`config.mk`:
```
export PLATFORM = sky130hd
export DESIGN_NAME = priority_level_gate
export DESIGN_NICKNAME = d
export VERILOG_FILES = /design/src/sv/plg_pkg.sv /design/src/sv/priority_level_gate.sv /design/src/sv/plg_ram.sv /design/src/sv/plg_seq.sv /design/src/sv/plg_dp.sv
export SDC_FILE = /design/constraint.sdc
export NUM_CORES = 1
export LEC_CHECK = 0
export BUFFER_PORTS_ARGS = -buffer_cell sky130_fd_sc_hd__buf_4
export CORE_MARGIN = 2
export CORE_UTILIZATION = 45
export CTS_CLUSTER_DIAMETER = 30
export DETAILED_ROUTE_END_ITERATION = 12
export PLACE_DENSITY_LB_ADDON = 0.12
export SKIP_LAST_GASP = 1
export SLEW_MARGIN = 20
export SYNTH_ARGS = -nofsm -noshare
export SYNTH_HDL_FRONTEND = slang
export SYNTH_SLANG_ARGS = --single-unit
```
`constraint.sdc`:
```
create_clock -name clk -period 7.6 [get_ports clk]
set_input_delay 0.76 -clock clk [delete_from_list [all_inputs] [get_ports clk]]
set_output_delay 0.76 -clock clk [all_outputs]
set_load 0.02 [all_outputs]
```
`src/sv/plg_pkg.sv`:
```
package plg_pkg;

	// Sizing
	localparam int LEVELS      = 8;
	localparam int STACK_DEPTH = 16;
	localparam int ID_BITS     = 6;

	localparam int LVL_W   = 3;
	localparam int KIND_W  = 3;
	localparam int CNT_W   = 8;
	localparam int LIDX_W  = (LEVELS > 1) ? $clog2(LEVELS) : 1;
	localparam int FIDX_W  = (STACK_DEPTH > 1) ? $clog2(STACK_DEPTH) : 1;
	localparam int FILL_W  = $clog2(STACK_DEPTH + 1);
	localparam int ADDR_W  = LIDX_W + FIDX_W;
	localparam int RAM_DEPTH = 1 << ADDR_W;

	localparam logic [CNT_W-1:0] COUNT_MAX = {CNT_W{1'b1}};

	// Operation codes
	localparam logic OP_REQUEST = 1'b0;
	localparam logic OP_FINISH  = 1'b1;

	// Result kinds
	localparam logic [KIND_W-1:0] KIND_GRANTED  = 3'd0;
	localparam logic [KIND_W-1:0] KIND_QUEUED   = 3'd1;
	localparam logic [KIND_W-1:0] KIND_REJECTED = 3'd2;
	localparam logic [KIND_W-1:0] KIND_WOKEN    = 3'd3;
	localparam logic [KIND_W-1:0] KIND_RELEASED = 3'd4;
	localparam logic [KIND_W-1:0] KIND_IGNORED  = 3'd5;

	// Microcode: datapath actions
	localparam int ACT_W = 3;
	localparam logic [ACT_W-1:0] ACT_NOP    = 3'd0;
	localparam logic [ACT_W-1:0] ACT_FETCH  = 3'd1;
	localparam logic [ACT_W-1:0] ACT_DECODE = 3'd2;
	localparam logic [ACT_W-1:0] ACT_SCAN   = 3'd3;
	localparam logic [ACT_W-1:0] ACT_POP    = 3'd4;
	localparam logic [ACT_W-1:0] ACT_WAKE   = 3'd5;

	// Microcode: jump conditions
	localparam int COND_W = 3;
	localparam logic [COND_W-1:0] C_NEVER     = 3'd0;
	localparam logic [COND_W-1:0] C_ALWAYS    = 3'd1;
	localparam logic [COND_W-1:0] C_NO_INPUT  = 3'd2;
	localparam logic [COND_W-1:0] C_OUT_FULL  = 3'd3;
	localparam logic [COND_W-1:0] C_OUT_STALL = 3'd4;
	localparam logic [COND_W-1:0] C_SCAN_MISS = 3'd5;
	localparam logic [COND_W-1:0] C_MORE      = 3'd6;

	// Microcode: step addresses
	localparam int STEP_W = 4;
	localparam logic [STEP_W-1:0] S_FETCH  = 4'd0;
	localparam logic [STEP_W-1:0] S_DECODE = 4'd1;
	localparam logic [STEP_W-1:0] S_CHECK  = 4'd2;
	localparam logic [STEP_W-1:0] S_SCAN   = 4'd3;
	localparam logic [STEP_W-1:0] S_JOIN   = 4'd4;
	localparam logic [STEP_W-1:0] S_POP    = 4'd5;
	localparam logic [STEP_W-1:0] S_WAKE   = 4'd6;
	localparam logic [STEP_W-1:0] S_EMIT   = 4'd7;
	localparam logic [STEP_W-1:0] S_NEXT   = 4'd8;
	localparam logic [STEP_W-1:0] S_RET    = 4'd9;

	typedef struct packed {
		logic [ACT_W-1:0]  act;
		logic [COND_W-1:0] cond;
		logic [STEP_W-1:0] target;
	} ctrl_t;

	typedef struct packed {
		logic no_input;
		logic out_full;
		logic out_stall;
		logic scan_miss;
		logic more;
	} stat_t;

	// Control store
	function automatic ctrl_t ucode_rom(input logic [STEP_W-1:0] addr);
		ctrl_t w;
		unique case (addr)
			S_FETCH:  w = '{act: ACT_FETCH,  cond: C_NO_INPUT,  target: S_FETCH};
			S_DECODE: w = '{act: ACT_DECODE, cond: C_NEVER,     target: S_FETCH};
			S_CHECK:  w = '{act: ACT_NOP,    cond: C_OUT_FULL,  target: S_EMIT};
			S_SCAN:   w = '{act: ACT_SCAN,   cond: C_SCAN_MISS, target: S_SCAN};
			S_JOIN:   w = '{act: ACT_NOP,    cond: C_OUT_FULL,  target: S_EMIT};
			S_POP:    w = '{act: ACT_POP,    cond: C_NEVER,     target: S_FETCH};
			S_WAKE:   w = '{act: ACT_WAKE,   cond: C_NEVER,     target: S_FETCH};
			S_EMIT:   w = '{act: ACT_NOP,    cond: C_OUT_STALL, target: S_EMIT};
			S_NEXT:   w = '{act: ACT_NOP,    cond: C_MORE,      target: S_POP};
			S_RET:    w = '{act: ACT_NOP,    cond: C_ALWAYS,    target: S_FETCH};
			default:  w = '{act: ACT_NOP,    cond: C_ALWAYS,    target: S_FETCH};
		endcase
		return w;
	endfunction

endpackage

```
`src/sv/priority_level_gate.sv`:
```
// Priority level gate: admits requesters only at the current top level.
//
// Channels: request side req_valid/req_ready carries operation, priority_req
// and requester_id; result side res_valid/res_ready carries kind, agent_id,
// level and last. A transfer happens on a rising edge with valid and ready
// both high. One request yields exactly one result with last set; a finish
// yields one released/ignored result, or one woken result per waiter popped
// from the chosen level's stack, newest first, last set on the final one.
//
// Timing: a small microcoded sequencer walks each item through a control
// store, one step per cycle, and takes one item at a time. A request, an
// ignored finish or a finish that leaves the count above zero goes through
// the fetch, decode, check, emit, next and return steps; its result is
// registered in decode. A finish that drops the count to zero scans one
// level per cycle from the top, down to the first non-empty stack or level
// 0; with all stacks empty the released result is registered in the last
// scan step. Otherwise each woken agent then passes the pop, wake, emit and
// next steps: the stack entry is read from the id RAM through its registered
// read port.
//
// Reset (arst_n low): level 0, active count 0, all stacks empty; the id RAM
// holds no reset value and only entries below a stack's fill are read.
// Receiver stall: the result register holds its value while res_ready is
// low and req_ready stays low until every result of the item has gone.
module priority_level_gate (
	input  logic                         clk,
	input  logic                         arst_n,
	input  logic                         req_valid,
	output logic                         req_ready,
	input  logic                         operation,
	input  logic [plg_pkg::LVL_W-1:0]    priority_req,
	input  logic [plg_pkg::ID_BITS-1:0]  requester_id,
	output logic                         res_valid,
	input  logic                         res_ready,
	output logic [plg_pkg::KIND_W-1:0]   kind,
	output logic [plg_pkg::ID_BITS-1:0]  agent_id,
	output logic [plg_pkg::LVL_W-1:0]    level,
	output logic                         last
);
	import plg_pkg::*;

	ctrl_t ctrl;
	stat_t stat;

	// sequencer: step counter plus control store
	plg_seq u_seq (
		.clk   (clk),
		.arst_n(arst_n),
		.stat  (stat),
		.ctrl  (ctrl)
	);

	// datapath: level/count/fill registers, id RAM, result register
	plg_dp u_dp (
		.clk         (clk),
		.arst_n      (arst_n),
		.ctrl        (ctrl),
		.stat        (stat),
		.req_valid   (req_valid),
		.req_ready   (req_ready),
		.operation   (operation),
		.priority_req(priority_req),
		.requester_id(requester_id),
		.res_valid   (res_valid),
		.res_ready   (res_ready),
		.kind        (kind),
		.agent_id    (agent_id),
		.level       (level),
		.last        (last)
	);

endmodule

```
`src/sv/plg_ram.sv`:
```
module plg_ram #(
	parameter int WIDTH = 8,
	parameter int DEPTH = 16
) (
	input  logic                     clk,
	input  logic                     we,
	input  logic [$clog2(DEPTH)-1:0] waddr,
	input  logic [WIDTH-1:0]         wdata,
	input  logic [$clog2(DEPTH)-1:0] raddr,
	output logic [WIDTH-1:0]         rdata
);

	logic [WIDTH-1:0] mem [DEPTH];

	always_ff @(posedge clk) begin
		if (we) begin
			mem[waddr] <= wdata;
		end
		rdata <= mem[raddr];
	end

endmodule

```
`src/sv/plg_seq.sv`:
```
module plg_seq (
	input  logic           clk,
	input  logic           arst_n,
	input  plg_pkg::stat_t stat,
	output plg_pkg::ctrl_t ctrl
);
	import plg_pkg::*;

	logic [STEP_W-1:0] step_q;
	logic              jump;

	assign ctrl = ucode_rom(step_q);

	always_comb begin
		unique case (ctrl.cond)
			C_NEVER:     jump = 1'b0;
			C_ALWAYS:    jump = 1'b1;
			C_NO_INPUT:  jump = stat.no_input;
			C_OUT_FULL:  jump = stat.out_full;
			C_OUT_STALL: jump = stat.out_stall;
			C_SCAN_MISS: jump = stat.scan_miss;
			C_MORE:      jump = stat.more;
			default:     jump = 1'b1;
		endcase
	end

	always_ff @(posedge clk or negedge arst_n) begin
		if (!arst_n) begin
			step_q <= S_FETCH;
		end else if (jump) begin
			step_q <= ctrl.target;
		end else begin
			step_q <= step_q + 1'b1;
		end
	end

endmodule

```
`src/sv/plg_dp.sv`:
```
module plg_dp (
	input  logic                         clk,
	input  logic                         arst_n,
	input  plg_pkg::ctrl_t               ctrl,
	output plg_pkg::stat_t               stat,
	input  logic                         req_valid,
	output logic                         req_ready,
	input  logic                         operation,
	input  logic [plg_pkg::LVL_W-1:0]    priority_req,
	input  logic [plg_pkg::ID_BITS-1:0]  requester_id,
	output logic                         res_valid,
	input  logic                         res_ready,
	output logic [plg_pkg::KIND_W-1:0]   kind,
	output logic [plg_pkg::ID_BITS-1:0]  agent_id,
	output logic [plg_pkg::LVL_W-1:0]    level,
	output logic                         last
);
	import plg_pkg::*;

	// captured item
	logic               op_q;
	logic [LVL_W-1:0]   prio_q;
	logic [ID_BITS-1:0] id_q;

	// gate state
	logic [LVL_W-1:0]   cur_q;
	logic [CNT_W-1:0]   cnt_q;
	logic [FILL_W-1:0]  fill_q [LEVELS];
	logic [LIDX_W-1:0]  scan_q;
	logic               top_zero_q;

	// result register
	logic               res_valid_q;
	logic [KIND_W-1:0]  kind_q;
	logic [ID_BITS-1:0] agent_q;
	logic [LVL_W-1:0]   level_q;
	logic               last_q;

	logic [LVL_W-1:0]   prio_clamp;
	logic [LIDX_W-1:0]  sel_idx;
	logic [FILL_W-1:0]  fill_sel;
	logic [FILL_W-1:0]  fill_top;
	logic               room;
	logic               is_req;
	logic [CNT_W-1:0]   cnt_inc;
	logic [CNT_W-1:0]   cnt_dec;
	logic               ram_we;
	logic [ADDR_W-1:0]  ram_waddr;
	logic [ADDR_W-1:0]  ram_raddr;
	logic [ID_BITS-1:0] ram_rdata;

	assign prio_clamp = (int'(priority_req) >= LEVELS) ? LVL_W'(LEVELS - 1) : priority_req;

	assign sel_idx  = (ctrl.act == ACT_DECODE) ? LIDX_W'(prio_q) : scan_q;
	assign fill_sel = fill_q[sel_idx];
	assign fill_top = fill_sel - 1'b1;
	assign room     = (fill_sel != FILL_W'(STACK_DEPTH));
	assign is_req   = (op_q == OP_REQUEST);
	assign cnt_inc  = (cnt_q == COUNT_MAX) ? cnt_q : cnt_q + 1'b1;
	assign cnt_dec  = (cnt_q == '0) ? cnt_q : cnt_q - 1'b1;

	assign ram_we    = (ctrl.act == ACT_DECODE) && is_req && (prio_q < cur_q) && room;
	assign ram_waddr = {LIDX_W'(prio_q), FIDX_W'(fill_sel)};
	assign ram_raddr = {scan_q, FIDX_W'(fill_top)};

	plg_ram #(
		.WIDTH(ID_BITS),
		.DEPTH(RAM_DEPTH)
	) u_ram (
		.clk  (clk),
		.we   (ram_we),
		.waddr(ram_waddr),
		.wdata(id_q),
		.raddr(ram_raddr),
		.rdata(ram_rdata)
	);

	assign req_ready = (ctrl.act == ACT_FETCH);

	assign stat.no_input  = !req_valid;
	assign stat.out_full  = res_valid_q;
	assign stat.out_stall = res_valid_q && !res_ready;
	assign stat.scan_miss = (fill_sel == '0) && (scan_q != '0);
	assign stat.more      = !last_q;

	assign res_valid = res_valid_q;
	assign kind      = kind_q;
	assign agent_id  = agent_q;
	assign level     = level_q;
	assign last      = last_q;

	// control state
	always_ff @(posedge clk or negedge arst_n) begin
		if (!arst_n) begin
			cur_q       <= '0;
			cnt_q       <= '0;
			scan_q      <= '0;
			res_valid_q <= 1'b0;
			for (int i = 0; i < LEVELS; i++) begin
				fill_q[i] <= '0;
			end
		end else begin
			if (res_valid_q && res_ready) begin
				res_valid_q <= 1'b0;
			end
			unique case (ctrl.act)
				ACT_DECODE: begin
					if (is_req) begin
						res_valid_q <= 1'b1;
						if (prio_q == cur_q) begin
							cnt_q <= cnt_inc;
						end else if (prio_q > cur_q) begin
							cur_q <= prio_q;
							cnt_q <= CNT_W'(1);
						end else if (room) begin
							fill_q[sel_idx] <= fill_sel + 1'b1;
						end
					end else if (prio_q < cur_q) begin
						res_valid_q <= 1'b1;
					end else begin
						cnt_q <= cnt_dec;
						if (cnt_dec != '0) begin
							res_valid_q <= 1'b1;
						end else begin
							scan_q <= LIDX_W'(LEVELS - 1);
						end
					end
				end
				ACT_SCAN: begin
					if (fill_sel != '0) begin
						cur_q <= LVL_W'(scan_q);
						cnt_q <= '0;
					end else if (scan_q == '0) begin
						cur_q       <= '0;
						cnt_q       <= '0;
						res_valid_q <= 1'b1;
					end else begin
						scan_q <= scan_q - 1'b1;
					end
				end
				ACT_POP: begin
					fill_q[scan_q] <= fill_top;
				end
				ACT_WAKE: begin
					cnt_q       <= cnt_inc;
					res_valid_q <= 1'b1;
				end
				default: ;
			endcase
		end
	end

	// payload
	always_ff @(posedge clk) begin
		unique case (ctrl.act)
			ACT_FETCH: begin
				if (req_valid) begin
					op_q   <= operation;
					prio_q <= prio_clamp;
					id_q   <= requester_id;
				end
			end
			ACT_DECODE: begin
				last_q <= 1'b1;
				if (is_req) begin
					agent_q <= id_q;
					level_q <= (prio_q > cur_q) ? prio_q : cur_q;
					if (prio_q >= cur_q) begin
						kind_q <= KIND_GRANTED;
					end else if (room) begin
						kind_q <= KIND_QUEUED;
					end else begin
						kind_q <= KIND_REJECTED;
					end
				end else begin
					agent_q <= '0;
					level_q <= cur_q;
					kind_q  <= (prio_q < cur_q) ? KIND_IGNORED : KIND_RELEASED;
				end
			end
			ACT_SCAN: begin
				kind_q  <= KIND_RELEASED;
				agent_q <= '0;
				level_q <= '0;
				last_q  <= 1'b1;
			end
			ACT_POP: begin
				top_zero_q <= (fill_top == '0);
			end
			ACT_WAKE: begin
				kind_q  <= KIND_WOKEN;
				agent_q <= ram_rdata;
				level_q <= cur_q;
				last_q  <= top_zero_q;
			end
			default: ;
		endcase
	end

endmodule

```
* Word level (Yosys, flattened, before mapping)
Memories as Yosys holds them, arrays and structs flattened. A register that Yosys moved wholly into a read port is not among the register bits.
Index checks and enable logic that the tools add are counted.
** Storage, ports and cells
- Flip-flop bits (word level) :: 83
- Bits in writable memories :: 768
- Memory bits (read-only) :: 144
- Input bits :: 14
- Output and inout bits :: 15
- Memories :: 2
** Operators by class
- Add/sub/neg operators :: 6
- Order comparisons :: 7
- Eq/ne operators :: 25
- Mux-type cells :: 57
- Bitwise logic cells :: 3
- Reductions and logical operators :: 29
** Memories
- u_dp.u_ram.mem :: depth 128, width 6, read ports 1, clocked after memory_dff 1, wr ports 1, RTL line plg_ram.sv:13 : logic [WIDTH-1:0] mem [DEPTH];
- (name not given) :: depth 16, width 9, read ports 1, clocked after memory_dff 0, wr ports 0, RTL line plg_pkg.sv:80 : unique case (addr)
** Operators with widths (count)
- $mux 40 :: 4
- $bwmux 40 :: 2
- $pmux 40 s2 :: 1
- $mux 8 :: 8
- $mux 3 :: 14
- $demux 5 s3 :: 2
- $pmux 8 s3 :: 1
- $mux 5 :: 4
- $pmux 3 s3 :: 2
- $pmux 6 s3 :: 1
- $bmux 5 s3 :: 1
- $eq 3x3->1 const B :: 5
- $ne 2x2->1 const B :: 7
- $eq 3x2->1 const B :: 4
- $pmux 3 s2 :: 2
- $logic_not 5->1 :: 2
- $mux 1 :: 9
- $add 8x1->8 const B :: 1
- $eq 8x8->1 const B :: 1
- $ge 4x4->1 const B :: 2
- $logic_and 1x1->1 :: 8
- $logic_not 8->1 :: 1
- $lt 4x1->1 const B :: 2
- $not 3->4 :: 2
- other kinds (33) :: 41

* Depth between registers and ports, before layout
An unclocked memory read counts as a cell.
- Word-level depth :: 14
- Gate-level depth with buffers :: 25

* Hierarchy
From an unflattened synthesis, not the netlist that was laid out.
** Second synthesis, totals
- Cells, all modules :: 1874
- Area total of the unflattened synthesis :: 35674.2 um2
** Modules (own cells, without submodules)
- plg_ram :: instances 1, cells an instance 1271, area an instance 29923.7 um2, sequential area each 23182.2 um2
- plg_dp :: instances 1, cells an instance 545, area an instance 5248.8 um2, sequential area each 2097.0 um2
- plg_seq :: instances 1, cells an instance 58, area an instance 501.7 um2, sequential area each 100.1 um2

* Least setup slack after synthesis
No wires, ideal clock.
- Path kind :: register to register
- Start point :: register u_seq.step_q[0]
- End point :: register u_dp.u_ram.rdata[1] (read register of u_dp.u_ram.mem)
- Setup time :: 0.140 ns
- Arrival :: 5.158 ns
- Required time :: 7.460 ns
- Path slack :: 2.302 ns
- Cell stages (with the launch flop) :: 25
- Path buffers :: 12
- Period minus slack after synthesis :: 5.298 ns
- Path through :: dfrtp_1 -> inv_1 -> ha_1 -> buf_2 -> and4bb_1 -> buf_6 -> buf_6 -> mux2_2 -> nor4_1 -> o22a_1 -> buf_6 -> buf_6 -> buf_6 -> buf_6 -> buf_4 -> ha_1 -> clkbuf_1 -> clkbuf_1 -> clkbuf_1 -> clkbuf_1 -> mux4_2 -> mux2i_1 -> o22ai_1 -> nor4_1 -> nand4_1
** Between the ends
- Cells in the longest elaborated chain, start to end :: 8
** Ends and longest elaborated chain
- from (decl) :: RTL line plg_seq.sv:9 : logic [STEP_W-1:0] step_q;
- from (signal assigned) :: RTL line plg_seq.sv:31 : step_q <= ctrl.target;
- from (signal assigned) :: RTL line plg_seq.sv:33 : step_q <= step_q + 1'b1;
- $mem_v2 16x9
- $eq 3x2->1 :: RTL line plg_dp.sv:54 : assign sel_idx = (ctrl.act == ACT_DECODE) ? LIDX_W'(prio_q) : scan_q;
- $mux 3 :: RTL line plg_dp.sv:54
- $not 3->4 (not written as such) :: RTL line plg_dp.sv:55 : assign fill_sel = fill_q[sel_idx];
- $bmux 5 s3 :: RTL line plg_dp.sv:55
- $mux 5 (not written as such) (2 in series) :: RTL line plg_dp.sv:55
- $sub 5x1->5 :: RTL line plg_dp.sv:56 : assign fill_top = fill_sel - 1'b1;
- to (decl) :: RTL line plg_ram.sv:10 : output logic [WIDTH-1:0] rdata
No other way between the ends. The select of a mux whose other input is x is not followed.
A chain may end at the register's enable or synchronous reset.

* Final worst setup path
- Start point :: register u_seq.step_q[0]
- End point :: register u_dp.u_ram.rdata[5] (read register of u_dp.u_ram.mem)
Same word-level chain as after synthesis.

==> flow_summary.yaml <==
outcome:
  status: "completed"
worst_hold_path:
  hp-class: "input pin to async pin"
route:
  route.detailed.drc: 0
  vias: 19760
  wirelength_um: 90840
  first_pass_iters: 5
  drtAntennaViolNets: 0
  drt_iter0_markers: 1992
  via_per_inst: 5.982
  avgRoutedWirePerCell_um: 27.49
flow_run:
  cap_violations: 0
cts:
  cts-htree-levels: 4
  clk_latency_ps: 730
  postCtsSetupRepairBufs: 0
  clkSinkCount: 857
  hold_buffers: 0
  cts_root_buffer: "clkbuf_16"
  cts_buffers: 155
  cts_buffer_depth: 3
  cts_tree: "built"
  post_cts_resize_count: 0
  clk_pin_slew_ps: 50
floorplan:
  die_h_um: 284.9
  std_cell_rows: 103
  die_x_um: 284.9
  coreArea_mm2: 0.07848
  dieArea_mm2: 0.08116
  start_util_pct: 45.24
  ios: 29
synthesis:
  syn-cell-area_mm2: 0.03550
  synth_cells: 2017
  yosysSeqAreaShare_pct: 71.48
  avgSynthCellArea_um2: 17.60
  synth_edf_count: 792
  netlist.area_leader.share_pct: 66.99
  synthFlopType: "edfxtp_1"
  synthDistinctLibCells: 71
  syn_nets: 2045
  ys_ff_latch: 857
  yosys.area.top_type: "edfxtp_1"
  yosys-top-cells-area: "edfxtp_1 67%, mux4_2 12%, dfrtp_1 4.2%"
  yosysWarnings: 0
  async_reset_ff_share_pct: 6.884
layout:
  drive_gt1_share_pct: 25.33
  synthToLayoutAreaGrowth_pct: 19.54
  n_antenna_cell: 0
  finish.net_count: 2150
critical_path:
  rr_worst_depth: 15
  cp_data_required_time_ps: 8160
  startpoint_type: "flop"
  cp_max_fo: 39
  critPathArrivalTime_ps: 7060
  end_kind: "flop"
  critical_path_class: "flop to flop"
timing:
  fmax_mhz: 153.8
  finalClockSkew_ps: 27.37
  setup_tns_ps: 0
  drv_slew: 0
  finalCritPeriodShare_pct: 85.57
  slew_headroom_pct: 24.32
  rsz0062_at_grt: "false"
  finalSetupViolCount: 0
  min_period_ps: 6504
  tightest_slew_ps: 1135
  hold_viol: 0
placement:
  routabilityCongestion: 0.9347
  post-dp-hpwl_um: 54190
  io_buffers: 28
global_route:
  grt.total_usage_pct: 22.66
  first_global_vias: 20050
  antenna_found_initial: 0
  gr-total-overflow: 0
  grt_max_degree: 98
  grt_pass1_wl_um: 135800
cell families (layout without fill, tap and decap cells):
logic type | after synthesis | after routing | synth area share [%]
flops | 857 | 857 | 71.48
simple gates | 458 | 458 | 5.889
mux | 292 | 292 | 15.09
compound gates | 236 | 236 | 4.680
buf+inv | 148 | 385 | 2.009
fa+ha+maj | 14 | 14 | 0.4934
xor+xnor | 12 | 12 | 0.3595
worst paths after layout:
check | end | slack, ps | from
max in group asynchronous | u_dp.fill_q[1] | 6890 | arst_n
worst max-delay path | u_dp.u_ram.rdata[5] | 1100 | u_seq.step_q[0]
worst max register to register | u_dp.u_ram.rdata[5] | 1100 | u_seq.step_q[0]
worst min register to register | u_dp.fill_q[20] | 490 | u_dp.fill_q[20]
worst min-delay path | u_dp.cnt_q[7] | 130 | arst_n
min in group clk | u_dp.id_q[0] | 210 | requester_id[0]
registers in the layout, indices dropped and copies added, names as in the netlist, 3 cells and up:
signal	flops
u_dp.cur_q	3
u_dp.level	3
u_dp.agent_id	6
u_dp.fill_q	40
u_dp.scan_q	3
u_seq.step_q	4
u_dp.cnt_q	8
u_dp.id_q	6
u_dp.u_ram.mem	768
u_dp.u_ram.rdata	6
u_dp.prio_q	3
u_dp.kind	3
cell usage in the layout (no fill, tap or decap), types with 8 or more instances in the layout:
master,netlist,final
nor4_1,16,15
dfrtp_1,59,59
mux2_2,11,11
o31ai_1,10,10
a31oi_1,11,11
inv_6,0,34
clkinvlp_4,0,17
nand2_1,120,112
nand2b_1,14,14
edfxtp_1,792,792
inv_1,30,30
clkbuf_16,0,160
bufinv_16,0,22
o21ai_0,48,48
nor3_1,34,34
nor2_1,164,164
and3_1,12,12
buf_4,20,61
o22ai_1,39,39
mux4_2,192,192
nand3_1,54,54
clkinv_1,0,8
a22o_1,28,28
a22oi_1,11,11
clkinv_4,0,15
ha_1,14,13
mux2i_1,87,87
nand2_2,0,8
nand4_1,8,8
clkinv_2,0,10
clkbuf_1,58,8
o221ai_1,9,9
a21oi_1,22,22
cell type report:
class | count | area (um2)
Inverter | 30 | 112.6
Clock buffer | 170 | 4061
Clock inverter | 119 | 1515
Timing Repair Buffer | 66 | 558.0
Fill cell | 6080 | 36040
Multi-Input combinational cell | 1012 | 9500
Tap cell | 1050 | 1314
Sequential cell | 857 | 25380
synthesized netlist by cell type (3+ instances only):
cell,number
a21oi_1,22
a221o_1,6
a22o_1,28
a22oi_1,11
a2bb2oi_1,5
a31o_2,4
a31oi_1,11
a41oi_1,5
and2_1,5
and3_1,12
buf_1,9
buf_2,24
buf_4,20
buf_6,7
clkbuf_1,58
dfrtp_1,59
dfxtp_1,6
edfxtp_1,792
ha_1,14
inv_1,30
mux2_2,11
mux2i_1,87
mux4_2,192
nand2_1,120
nand2b_1,14
nand3_1,54
nand3b_1,4
nand4_1,8
nor2_1,164
nor2b_1,6
nor3_1,34
nor3b_1,6
nor4_1,16
o21a_1,3
o21ai_0,48
o221ai_1,9
o22a_1,7
o22ai_1,39
o311ai_0,5
o31ai_1,10
o32ai_1,3
xnor2_1,6
xnor2_2,3
xor2_1,3
per-layer routing:
metal | GRT usage, % | vias up | routed length [um]
li1 | - | 8435 | -
met1 | 32.49 | 10350 | 40020
met2 | 34.70 | 817 | 42380
met3 | 4.560 | 160 | 6009
met4 | 8.079 | 0 | 2430
met5 | 0 | - | 0
worst max-delay path, cell delays in order, from the launching register on:
cell and delay, ps:
dfrtp_1 450, inv_1 130, ha_1 460, and4bb_1 240, buf_4 320, mux2i_1 760
nor4_1 200, o22a_4 310, ha_4 600, buf_12 320, buf_4 440, mux4_2 360
mux2i_1 370, o22ai_1 260, nor4_1 920, nand4_1 160
per-stage QoR:
step | setup slack, ps | cells | cell area (um2) | util, % | hold WS [ps]
after CTS | 1268 | 3304 | 42440 | 54.08 | 121.8
final | 1096 | 3304 | 42440 | 54.08 | 132.2
after global routing | 883.1 | 3304 | 42440 | 54.08 | 156.0
after detailed placement | 1284 | 3015 | 36860 | 46.97 | 479.5
after floorplan | 2302 | 2017 | 35500 | - | 449.2
after global placement | 1321 | 3015 | 36860 | 46.97 | 465.4
Power is not shown: default switching activity piles up to over one toggle a cycle in this logic, so the estimate is an artifact.
